## config.mk

```make
export PLATFORM = sky130hd
export DESIGN_NAME = region_table_fault_checker_core
export DESIGN_NICKNAME = d
export VERILOG_FILES = /design/src/design/rtfc_pkg.sv /design/src/design/rtfc_ram.sv /design/src/design/rtfc_ctrl.sv /design/src/design/rtfc_dp.sv /design/src/design/region_table_fault_checker_core.sv
export SDC_FILE = /design/constraint.sdc
export NUM_CORES = 2
export LEC_CHECK = 0
export BUFFER_PORTS_ARGS = -buffer_cell sky130_fd_sc_hd__buf_2
export CAP_MARGIN = 40
export CORE_ASPECT_RATIO = 1.1
export CORE_MARGIN = 2
export CORE_UTILIZATION = 50
export DETAILED_ROUTE_END_ITERATION = 8
export MAX_ROUTING_LAYER = met4
export PLACE_DENSITY = 0.67
export SLEW_MARGIN = 20
export SYNTH_ARGS = -nofsm -noshare
export SYNTH_HDL_FRONTEND = slang
export SYNTH_HIERARCHICAL = 1
export SYNTH_SLANG_ARGS = --single-unit
```

## constraint.sdc

```tcl
create_clock -name clk_i -period 16.72 [get_ports clk_i]
set_input_delay 3.344 -clock clk_i [delete_from_list [all_inputs] [get_ports clk_i]]
set_output_delay 3.344 -clock clk_i [all_outputs]
set_load 0.005 [all_outputs]
```

## src/design/rtfc_pkg.sv

```systemverilog
package rtfc_pkg;

  localparam int MAX_REGIONS = 16;
  localparam int PAGE_BITS   = 12;
  localparam int AW          = $clog2(MAX_REGIONS);
  localparam int CNT_W       = $clog2(MAX_REGIONS + 1);

  localparam logic [31:0] PAGE_MASK = ~((32'd1 << PAGE_BITS) - 32'd1);

  // action codes
  localparam logic [1:0] ACT_INSERT = 2'd0;
  localparam logic [1:0] ACT_FAULT  = 2'd1;
  localparam logic [1:0] ACT_CLEAR  = 2'd2;
  localparam logic [1:0] ACT_NONE   = 2'd3;

  // error bits codes
  localparam logic [1:0] ERR_READ_ABSENT  = 2'd0;
  localparam logic [1:0] ERR_READ_PRESENT = 2'd1;

  // status codes
  localparam logic [2:0] ST_OK           = 3'd0;
  localparam logic [2:0] ST_BAD_RANGE    = 3'd1;
  localparam logic [2:0] ST_OVERLAP      = 3'd2;
  localparam logic [2:0] ST_FULL         = 3'd3;
  localparam logic [2:0] ST_NO_REGION    = 3'd4;
  localparam logic [2:0] ST_WRITE_DENIED = 3'd5;
  localparam logic [2:0] ST_READ_PRESENT = 3'd6;
  localparam logic [2:0] ST_READ_DENIED  = 3'd7;

  localparam logic [2:0] FLAG_READ  = 3'd1;
  localparam logic [2:0] FLAG_WRITE = 3'd2;
  localparam logic [2:0] FLAG_EXEC  = 3'd4;
  localparam logic [2:0] PERM_USER  = 3'd4;
  localparam logic [2:0] PERM_WRITE = 3'd2;

  typedef struct packed {
    logic [31:0] rstart;
    logic [31:0] rend;
    logic [2:0]  rflags;
  } region_t;

  typedef struct packed {
    logic load;       // capture item, reset scan
    logic latch_st;   // capture insert status
    logic rd_en;      // read table
    logic rd_prev;    // read at idx-1 instead of idx
    logic take_prev;  // record entry before insert place
    logic take_next;  // record entry after insert place
    logic take_hit;   // record matching region
    logic idx_inc;
    logic idx_dec;
    logic decide;     // pos <= idx, idx <= count
    logic wr_shift;   // write read entry one place up
    logic wr_new;     // write new region, bump count
    logic cnt_clr;
    logic emit;       // load output register
  } rtfc_cmd_t;

  typedef struct packed {
    logic [1:0] act;
    logic       bad_range;
    logic       cnt_zero;
    logic       cnt_full;
    logic       scan_last;
    logic       le_start;
    logic       hit;
    logic       stop;
    logic       shift_more;
    logic       out_busy;
  } rtfc_sts_t;

endpackage

```

## src/design/rtfc_ram.sv

```systemverilog
module rtfc_ram #(
  parameter int Width = 8,
  parameter int Depth = 16
) (
  input  logic                     clk_i,
  input  logic                     we_i,
  input  logic [$clog2(Depth)-1:0] waddr_i,
  input  logic [Width-1:0]         wdata_i,
  input  logic                     re_i,
  input  logic [$clog2(Depth)-1:0] raddr_i,
  output logic [Width-1:0]         rdata_o
);

  logic [Width-1:0] mem_q [Depth];

  // write port, registered read port
  always_ff @(posedge clk_i) begin
    if (we_i) begin
      mem_q[waddr_i] <= wdata_i;
    end
    if (re_i) begin
      rdata_o <= mem_q[raddr_i];
    end
  end

endmodule

```

## src/design/rtfc_ctrl.sv

```systemverilog
module rtfc_ctrl import rtfc_pkg::*; (
  input  logic      clk_i,
  input  logic      rst_ni,
  input  logic      in_valid_i,
  output logic      in_stall_o,
  input  rtfc_sts_t sts_i,
  output rtfc_cmd_t cmd_o
);

  localparam logic [3:0] S_IDLE   = 4'd0;
  localparam logic [3:0] S_DISP   = 4'd1;
  localparam logic [3:0] S_RD     = 4'd2;
  localparam logic [3:0] S_CHK    = 4'd3;
  localparam logic [3:0] S_DECIDE = 4'd4;
  localparam logic [3:0] S_SHCK   = 4'd5;
  localparam logic [3:0] S_SHWR   = 4'd6;
  localparam logic [3:0] S_PUT    = 4'd7;
  localparam logic [3:0] S_FIN    = 4'd8;

  logic [3:0] state_q, state_d;

  assign in_stall_o = (state_q != S_IDLE);

  // sequence one item through scan, shift and result
  always_comb begin
    state_d = state_q;
    cmd_o   = '0;
    unique case (state_q)
      S_IDLE: begin
        if (in_valid_i) begin
          cmd_o.load = 1'b1;
          state_d    = S_DISP;
        end
      end
      S_DISP: begin
        unique case (sts_i.act)
          ACT_INSERT: begin
            cmd_o.latch_st = 1'b1;
            if (sts_i.bad_range) state_d = S_FIN;
            else if (sts_i.cnt_zero) state_d = S_DECIDE;
            else state_d = S_RD;
          end
          ACT_FAULT: state_d = sts_i.cnt_zero ? S_FIN : S_RD;
          ACT_CLEAR: begin
            cmd_o.cnt_clr = 1'b1;
            state_d       = S_FIN;
          end
          default: state_d = S_FIN;
        endcase
      end
      S_RD: begin
        cmd_o.rd_en = 1'b1;
        state_d     = S_CHK;
      end
      S_CHK: begin
        if (sts_i.act == ACT_INSERT) begin
          if (sts_i.le_start) begin
            cmd_o.take_prev = 1'b1;
            cmd_o.idx_inc   = 1'b1;
            state_d         = sts_i.scan_last ? S_DECIDE : S_RD;
          end else begin
            cmd_o.take_next = 1'b1;
            state_d         = S_DECIDE;
          end
        end else begin
          if (sts_i.hit) begin
            cmd_o.take_hit = 1'b1;
            state_d        = S_FIN;
          end else begin
            cmd_o.idx_inc = 1'b1;
            state_d       = sts_i.scan_last ? S_FIN : S_RD;
          end
        end
      end
      S_DECIDE: begin
        cmd_o.latch_st = 1'b1;
        cmd_o.decide   = 1'b1;
        state_d        = (sts_i.stop || sts_i.cnt_full) ? S_FIN : S_SHCK;
      end
      S_SHCK: begin
        if (sts_i.shift_more) begin
          cmd_o.rd_en   = 1'b1;
          cmd_o.rd_prev = 1'b1;
          state_d       = S_SHWR;
        end else begin
          state_d = S_PUT;
        end
      end
      S_SHWR: begin
        cmd_o.wr_shift = 1'b1;
        cmd_o.idx_dec  = 1'b1;
        state_d        = S_SHCK;
      end
      S_PUT: begin
        cmd_o.wr_new = 1'b1;
        state_d      = S_FIN;
      end
      S_FIN: begin
        if (!sts_i.out_busy) begin
          cmd_o.emit = 1'b1;
          state_d    = S_IDLE;
        end
      end
      default: state_d = S_IDLE;
    endcase
  end

  always_ff @(posedge clk_i or negedge rst_ni) begin
    if (!rst_ni) begin
      state_q <= S_IDLE;
    end else begin
      state_q <= state_d;
    end
  end

endmodule

```

## src/design/rtfc_dp.sv

```systemverilog
module rtfc_dp import rtfc_pkg::*; (
  input  logic        clk_i,
  input  logic        rst_ni,
  input  rtfc_cmd_t   cmd_i,
  output rtfc_sts_t   sts_o,
  input  logic [1:0]  action_i,
  input  logic [31:0] address_i,
  input  logic [31:0] region_start_i,
  input  logic [31:0] region_end_i,
  input  logic [2:0]  region_flags_i,
  input  logic [1:0]  error_bits_i,
  output logic        out_valid_o,
  input  logic        out_stall_i,
  output logic [2:0]  status_o,
  output logic [31:0] found_start_o,
  output logic [31:0] found_end_o,
  output logic [2:0]  found_flags_o,
  output logic [31:0] page_base_o,
  output logic [2:0]  pte_perm_o,
  output logic [31:0] fault_total_o
);

  logic [1:0]       act_q;
  logic [31:0]      addr_q, rs_q, re_q;
  logic [2:0]       rf_q;
  logic [1:0]       eb_q;
  logic [CNT_W-1:0] cnt_q, idx_q, pos_q;
  logic [31:0]      fcnt_q;
  logic [31:0]      prev_end_q, next_start_q;
  logic             have_prev_q, have_next_q, hit_q;
  region_t          hit_q_r;
  logic [2:0]       ins_st_q, ins_st;
  logic             out_valid_q;

  region_t          rdata, wdata;
  logic             we;
  logic [AW-1:0]    waddr, raddr;
  logic [CNT_W-1:0] idx_m1, idx_p1;
  logic             overlap, bad_range;
  logic [2:0]       flt_st, res_st;

  assign idx_m1 = idx_q - 1'b1;
  assign idx_p1 = idx_q + 1'b1;

  // region table
  assign raddr = cmd_i.rd_prev ? idx_m1[AW-1:0] : idx_q[AW-1:0];
  assign we    = cmd_i.wr_shift || cmd_i.wr_new;
  assign waddr = cmd_i.wr_new ? pos_q[AW-1:0] : idx_q[AW-1:0];
  assign wdata = cmd_i.wr_new ? region_t'{rstart: rs_q, rend: re_q, rflags: rf_q} : rdata;

  rtfc_ram #(
    .Width($bits(region_t)),
    .Depth(MAX_REGIONS)
  ) u_table (
    .clk_i  (clk_i),
    .we_i   (we),
    .waddr_i(waddr),
    .wdata_i(wdata),
    .re_i   (cmd_i.rd_en),
    .raddr_i(raddr),
    .rdata_o(rdata)
  );

  // insert checks
  assign bad_range = (rs_q >= re_q);
  assign overlap   = (have_prev_q && (prev_end_q > rs_q)) ||
                     (have_next_q && (re_q > next_start_q));
  always_comb begin
    if (bad_range) ins_st = ST_BAD_RANGE;
    else if (overlap) ins_st = ST_OVERLAP;
    else if (cnt_q == CNT_W'(MAX_REGIONS)) ins_st = ST_FULL;
    else ins_st = ST_OK;
  end

  // fault verdict
  always_comb begin
    flt_st = ST_OK;
    if (!hit_q) begin
      flt_st = ST_NO_REGION;
    end else begin
      case (eb_q)
        ERR_READ_PRESENT: flt_st = ST_READ_PRESENT;
        ERR_READ_ABSENT: begin
          if ((hit_q_r.rflags & (FLAG_READ | FLAG_EXEC)) == 3'd0) flt_st = ST_READ_DENIED;
        end
        default: begin
          if ((hit_q_r.rflags & FLAG_WRITE) == 3'd0) flt_st = ST_WRITE_DENIED;
        end
      endcase
    end
  end

  always_comb begin
    case (act_q)
      ACT_INSERT: res_st = ins_st_q;
      ACT_FAULT:  res_st = flt_st;
      default:    res_st = ST_OK;
    endcase
  end

  // status to controller
  assign sts_o.act        = act_q;
  assign sts_o.bad_range  = bad_range;
  assign sts_o.cnt_zero   = (cnt_q == '0);
  assign sts_o.cnt_full   = (cnt_q == CNT_W'(MAX_REGIONS));
  assign sts_o.scan_last  = (idx_p1 == cnt_q);
  assign sts_o.le_start   = (rdata.rstart <= rs_q);
  assign sts_o.hit        = (rdata.rstart <= addr_q) && (addr_q < rdata.rend);
  assign sts_o.stop       = overlap;
  assign sts_o.shift_more = (idx_q > pos_q);
  assign sts_o.out_busy   = out_valid_q && out_stall_i;

  // hold item fields
  always_ff @(posedge clk_i) begin
    if (cmd_i.load) begin
      act_q  <= action_i;
      addr_q <= address_i;
      rs_q   <= region_start_i;
      re_q   <= region_end_i;
      rf_q   <= region_flags_i;
      eb_q   <= error_bits_i;
    end
    if (cmd_i.take_prev) prev_end_q <= rdata.rend;
    if (cmd_i.take_next) next_start_q <= rdata.rstart;
    if (cmd_i.take_hit) hit_q_r <= rdata;
    if (cmd_i.latch_st) ins_st_q <= ins_st;
    if (cmd_i.decide) pos_q <= idx_q;
  end

  // scan and table control
  always_ff @(posedge clk_i or negedge rst_ni) begin
    if (!rst_ni) begin
      cnt_q       <= '0;
      idx_q       <= '0;
      fcnt_q      <= '0;
      have_prev_q <= 1'b0;
      have_next_q <= 1'b0;
      hit_q       <= 1'b0;
    end else begin
      if (cmd_i.load) begin
        idx_q       <= '0;
        have_prev_q <= 1'b0;
        have_next_q <= 1'b0;
        hit_q       <= 1'b0;
        if (action_i == ACT_FAULT) fcnt_q <= fcnt_q + 32'd1;
      end
      if (cmd_i.take_prev) have_prev_q <= 1'b1;
      if (cmd_i.take_next) have_next_q <= 1'b1;
      if (cmd_i.take_hit) hit_q <= 1'b1;
      if (cmd_i.idx_inc) idx_q <= idx_p1;
      if (cmd_i.idx_dec) idx_q <= idx_m1;
      if (cmd_i.decide) idx_q <= cnt_q;
      if (cmd_i.wr_new) cnt_q <= cnt_q + 1'b1;
      if (cmd_i.cnt_clr) cnt_q <= '0;
    end
  end

  // output register
  always_ff @(posedge clk_i or negedge rst_ni) begin
    if (!rst_ni) begin
      out_valid_q <= 1'b0;
    end else if (cmd_i.emit) begin
      out_valid_q <= 1'b1;
    end else if (!out_stall_i) begin
      out_valid_q <= 1'b0;
    end
  end

  always_ff @(posedge clk_i) begin
    if (cmd_i.emit) begin
      status_o      <= res_st;
      fault_total_o <= fcnt_q;
      if (act_q == ACT_FAULT && hit_q) begin
        found_start_o <= hit_q_r.rstart;
        found_end_o   <= hit_q_r.rend;
        found_flags_o <= hit_q_r.rflags;
      end else begin
        found_start_o <= '0;
        found_end_o   <= '0;
        found_flags_o <= '0;
      end
      if (act_q == ACT_FAULT && flt_st == ST_OK) begin
        page_base_o <= addr_q & PAGE_MASK;
        pte_perm_o  <= PERM_USER | (((hit_q_r.rflags & FLAG_WRITE) != 3'd0) ? PERM_WRITE : 3'd0);
      end else begin
        page_base_o <= '0;
        pte_perm_o  <= '0;
      end
    end
  end

  assign out_valid_o = out_valid_q;

endmodule

```

## src/design/region_table_fault_checker_core.sv

```systemverilog
// Region table with fault checking. Holds up to 16 sorted, non-overlapping
// regions in a single-port-read RAM and handles one item at a time. A clear
// or unused action goes straight from dispatch to its result. A fault scans
// the table one entry at a time until it finds the region. An insert with a
// good range scans up to its sorted place; if it overlaps nothing and the
// table is not full, it then moves every later entry up one place and writes
// the new one. A finished result waits in the output register; the next item
// is taken once that result has left the core's sequencer.
module region_table_fault_checker_core import rtfc_pkg::*; (
  input  logic        clk_i,
  input  logic        rst_ni,
  input  logic        in_valid_i,
  output logic        in_stall_o,
  input  logic [1:0]  action_i,
  input  logic [31:0] address_i,
  input  logic [31:0] region_start_i,
  input  logic [31:0] region_end_i,
  input  logic [2:0]  region_flags_i,
  input  logic [1:0]  error_bits_i,
  output logic        out_valid_o,
  input  logic        out_stall_i,
  output logic [2:0]  status_o,
  output logic [31:0] found_start_o,
  output logic [31:0] found_end_o,
  output logic [2:0]  found_flags_o,
  output logic [31:0] page_base_o,
  output logic [2:0]  pte_perm_o,
  output logic [31:0] fault_total_o
);

  rtfc_cmd_t cmd;
  rtfc_sts_t sts;

  rtfc_ctrl u_ctrl (
    .clk_i     (clk_i),
    .rst_ni    (rst_ni),
    .in_valid_i(in_valid_i),
    .in_stall_o(in_stall_o),
    .sts_i     (sts),
    .cmd_o     (cmd)
  );

  rtfc_dp u_dp (
    .clk_i         (clk_i),
    .rst_ni        (rst_ni),
    .cmd_i         (cmd),
    .sts_o         (sts),
    .action_i      (action_i),
    .address_i     (address_i),
    .region_start_i(region_start_i),
    .region_end_i  (region_end_i),
    .region_flags_i(region_flags_i),
    .error_bits_i  (error_bits_i),
    .out_valid_o   (out_valid_o),
    .out_stall_i   (out_stall_i),
    .status_o      (status_o),
    .found_start_o (found_start_o),
    .found_end_o   (found_end_o),
    .found_flags_o (found_flags_o),
    .page_base_o   (page_base_o),
    .pte_perm_o    (pte_perm_o),
    .fault_total_o (fault_total_o)
  );

  // an accepted item keeps the sequencer busy
  a_busy_after_accept: assert property (@(posedge clk_i) disable iff (!rst_ni)
    (in_valid_i && !in_stall_o) |=> in_stall_o)
    else $error("input taken again right after accept");

  // never grow a full table
  a_no_overfill: assert property (@(posedge clk_i) disable iff (!rst_ni)
    cmd.wr_new |-> !sts.cnt_full)
    else $error("region written into full table");

  // results appear only from the sequencer
  a_result_source: assert property (@(posedge clk_i) disable iff (!rst_ni)
    $rose(out_valid_o) |-> $past(cmd.emit))
    else $error("result shown without emit");

endmodule

```

==> flow_metrics.env <==
export IMPL_start_util_pct=50.5
export IMPL_crit_slowest_cell="dfrtp_1"
export IMPL_grt_pass1_vias=32600
export IMPL_slew_viol_final=0
export IMPL_hold_viol_final=0
export IMPL_pre_cts_ws_ps=10950
export IMPL_clock_root_buffer="clkbuf_16"
export IMPL_syn_area_per_cell_um2=18.9
export IMPL_dr_pass1_iters=5
export IMPL_clock_path_buffers=3
export IMPL_clkLatencyLatePin_ps=800
export IMPL_clk_pin_slew_worst_paths_ps=70
export IMPL_critPathArrivalTime_ps=6290
export IMPL_cap_violations=0
export IMPL_final_min_clock_period_ps=5740
export IMPL_synth_main_ff_cell="edfxtp_1"
export IMPL_num_nets_final=3999
export IMPL_slew_headroom_pct=18.7
export IMPL_synthCells=3299
export IMPL_grt_max_degree=159
export IMPL_ys_seq_elements=1554
export IMPL_globalRouteOverflowTotal=0
export IMPL_worst_slack_ps=10980
export IMPL_core_area_um2=123000
export IMPL_io_pins=246
export IMPL_drc=0
export IMPL_wirelength_mm=165
export IMPL_area_growth_pct=15.0
export IMPL_finalCritPeriodShare_pct=34.3
export IMPL_worstPathCellList="inv_1, ha_1, nor2b_1, o21a_1, o21ai_0, nand2b_1, a21oi_1, a31oi_1, nand2_1, nor2_1, xor2_4, buf_4, buf_12, buf_12, mux4_2, a22oi_1, nand2_1"
export IMPL_async_flop_share_pct=3.22
export IMPL_cts_setup_buffers=0
export IMPL_cp_top_family="buffers and inverters"
export IMPL_dieArea_um2=127000
export IMPL_num_rows=135
export IMPL_worst_setup_path_start_kind="register"
export IMPL_r2r_start="u_dp/idx_q[0]"
export IMPL_cts_hold_buf=0
export IMPL_startpoint="u_dp/idx_q[0]"
export IMPL_yosysWarnings=6
export IMPL_drive_above_1_share_pct=24.9
export IMPL_gp_congestion=0.890
export IMPL_vias=33400
export IMPL_total_power_w=0.0103
export IMPL_drt_iter0_markers=4629
export IMPL_run_status="finished, final reports clean"
export IMPL_powerDensity_nw_per_um2=144
export IMPL_htreeDepth=4
export IMPL_crit_buf_inv=4
export IMPL_min_path_type="register to register"
export IMPL_synth_edf_count=1504
export IMPL_cts_resized_gates=0
export IMPL_fmax_ghz=0.174
export IMPL_clkSinkCount=1554
export IMPL_setup_viol=0
export IMPL_yosysSeqAreaShare_pct=74.5
export IMPL_fin_worst_skew_ps=35.6
export IMPL_max_stage_delay_ps=680
export IMPL_wl_per_cell_um=30.1
export IMPL_endpoint_kind="register"
export IMPL_ant_nets=0
export IMPL_antenna_found_initial=13
export IMPL_netlist_area_um2=62300
export IMPL_die_w_um=341
export IMPL_fin_setup_tns_ps=0
export IMPL_tightest_slew_ps=1220
export IMPL_die_height_um=374
export IMPL_p_leak_nw=24.6
export IMPL_synth_cell_type_count=76
export IMPL_peakVddDrop_v=0.000114
export IMPL_placement_io_buffers=232
export IMPL_rsz0062_at_grt="no"
export IMPL_cts_tree="built"
export IMPL_hpwl_mm=102
export IMPL_cts_inserted_buffers=156
export IMPL_grt_usage_pct=26.7
export IMPL_critPathRequiredTime_ps=17270
export IMPL_hp_start="u_dp/u_table/rdata_o[2]"
export IMPL_cp_max_fo=110
export IMPL_grt_pass1_wl_mm=234
export IMPL_viasPerCell=6.11
export IMPL_crit_type="register to register"
cells by family (layout without fill, tap and decap cells):
family,count (synthesis),in the layout,synth area share (%)
AOI/OAI and AO/OA,364,364,3.92
xor gates and xnor gates,47,47,0.661
adders and majority gates,201,201,4.04
buffers and inverters,321,831,2.22
DFF,1554,1554,74.5
muxes,312,312,10.5
other,1,17,0.00602
and+or+nand+nor,499,499,4.15
stage by stage:
step           std cells  util (%)  hold WS, ps  cell area (um^2)
2_1_floorplan       3311         -          422             62300
3_3_place_gp        5133      53.3          425             65800
3_5_place_dp        5172      53.9          453             66500
4_1_cts             5460      58.0          465             71600
5_1_grt             5469      58.1          482             71600
6_report            5469      58.1          459             71600
final cells by class:
type	instances	area, um^2
multi-input cells	1436	14800
inverters	181	679
clock inverters	92	898
fillers	9100	51700
well taps	1644	2060
repair buffers	362	2630
clock buffers	196	4190
flip-flops and latches	1554	46400
diodes	4	10.0
worst register-to-register path: stages, from the launching register on:
cell and delay (ps):
dfrtp_1 680, inv_1 180, ha_1 230, nor2b_1 110, o21a_1 110, o21ai_0 60
nand2b_1 70, a21oi_1 60, a31oi_1 230, nand2_1 80, nor2_1 510, xor2_4 590
buf_4 520, buf_12 300, buf_12 690, mux4_2 770, a22oi_1 220, nand2_1 80
synth_stat cells, drive strengths merged (8+ instances only):
cell    count  share of area [%]
inv       181                1.1
nor3       21               0.17
nand2b     14               0.15
o21ai      71               0.57
and3       10               0.11
clkbuf     63               0.38
mux2       42               0.76
nor2b      14               0.14
nand4      44               0.45
nand3      27               0.22
buf        77               0.75
nor2       68               0.42
a22oi     134                1.6
xor2       20               0.28
dfrtp      50                2.0
and2       70               0.70
mux4      268                9.7
a211oi     11               0.13
a21o       30               0.36
nand2     168                1.0
a21oi      67               0.54
ha        201                4.0
nor4       31               0.34
a31oi       8              0.080
xnor2      27               0.38
edfxtp   1504                 73
o211ai      8              0.096
cell usage in the layout (no fill, tap or decap), types with 30 or more instances in the layout:
cell type / n
buf_2: 234
nand4_1: 43
o21ai_0: 60
clkbuf_16: 160
inv_1: 181
mux2_2: 42
clkinv_1: 36
ha_1: 201
nor4_1: 30
and2_1: 69
mux4_2: 268
a21o_1: 30
a21oi_1: 66
a22oi_1: 134
dfrtp_1: 50
clkbuf_1: 31
buf_4: 93
nand2_1: 168
edfxtp_1: 1504
nor2_1: 50
path summary, 6_finish.rpt:
check                                                to  slack [ps]  cells past startpoint
max in group asynchronous                u_dp/fcnt_q[6]       13590                      2
worst min register to register          u_dp/hit_q_r[2]         460                      0
worst max-delay path            u_dp/u_table/rdata_o[7]       10980                     17
min in group asynchronous               u_dp/fcnt_q[18]        2670                      2
worst max register to register  u_dp/u_table/rdata_o[7]       10980                     17
worst min-delay path                    u_dp/hit_q_r[2]         460                      0
per-layer routing:
layer / vias to the layer above / track usage [%] / wire [um]
li1: 14000 / - / -
met1: 17200 / 36.3 / 64100
met2: 1883 / 40.8 / 78100
met3: 309 / 5.33 / 17100
met4: 0 / 8.96 / 5430
met5: - / - / 0
sequential cells by signal (all words and copies together) (netlist names), 4 cells and up:
name and cells:
u_dp/next_start_q 32, u_dp/cnt_q 5, u_ctrl/state_q 4, u_dp/found_start_o 32
u_dp/prev_end_q 32, u_dp/idx_q 5, u_dp/re_q 32, u_dp/found_end_o 32
u_dp/page_base_o 20, u_dp/hit_q_r 67, u_dp/u_table/mem_q 1072, u_dp/rs_q 32
u_dp/u_table/rdata_o 67, u_dp/pos_q 5, u_dp/addr_q 32, u_dp/fcnt_q 32
u_dp/fault_total_o 32
power breakdown:
part	leakage [nW]	switching, W	internal, W
clock	2.46	0.00148	0.00199
combinational	7.82	0.00113	0.000859
sequential	14.3	0.000212	0.00465
total	24.6	0.00283	0.00749
Power figures use the tool's default switching activity.
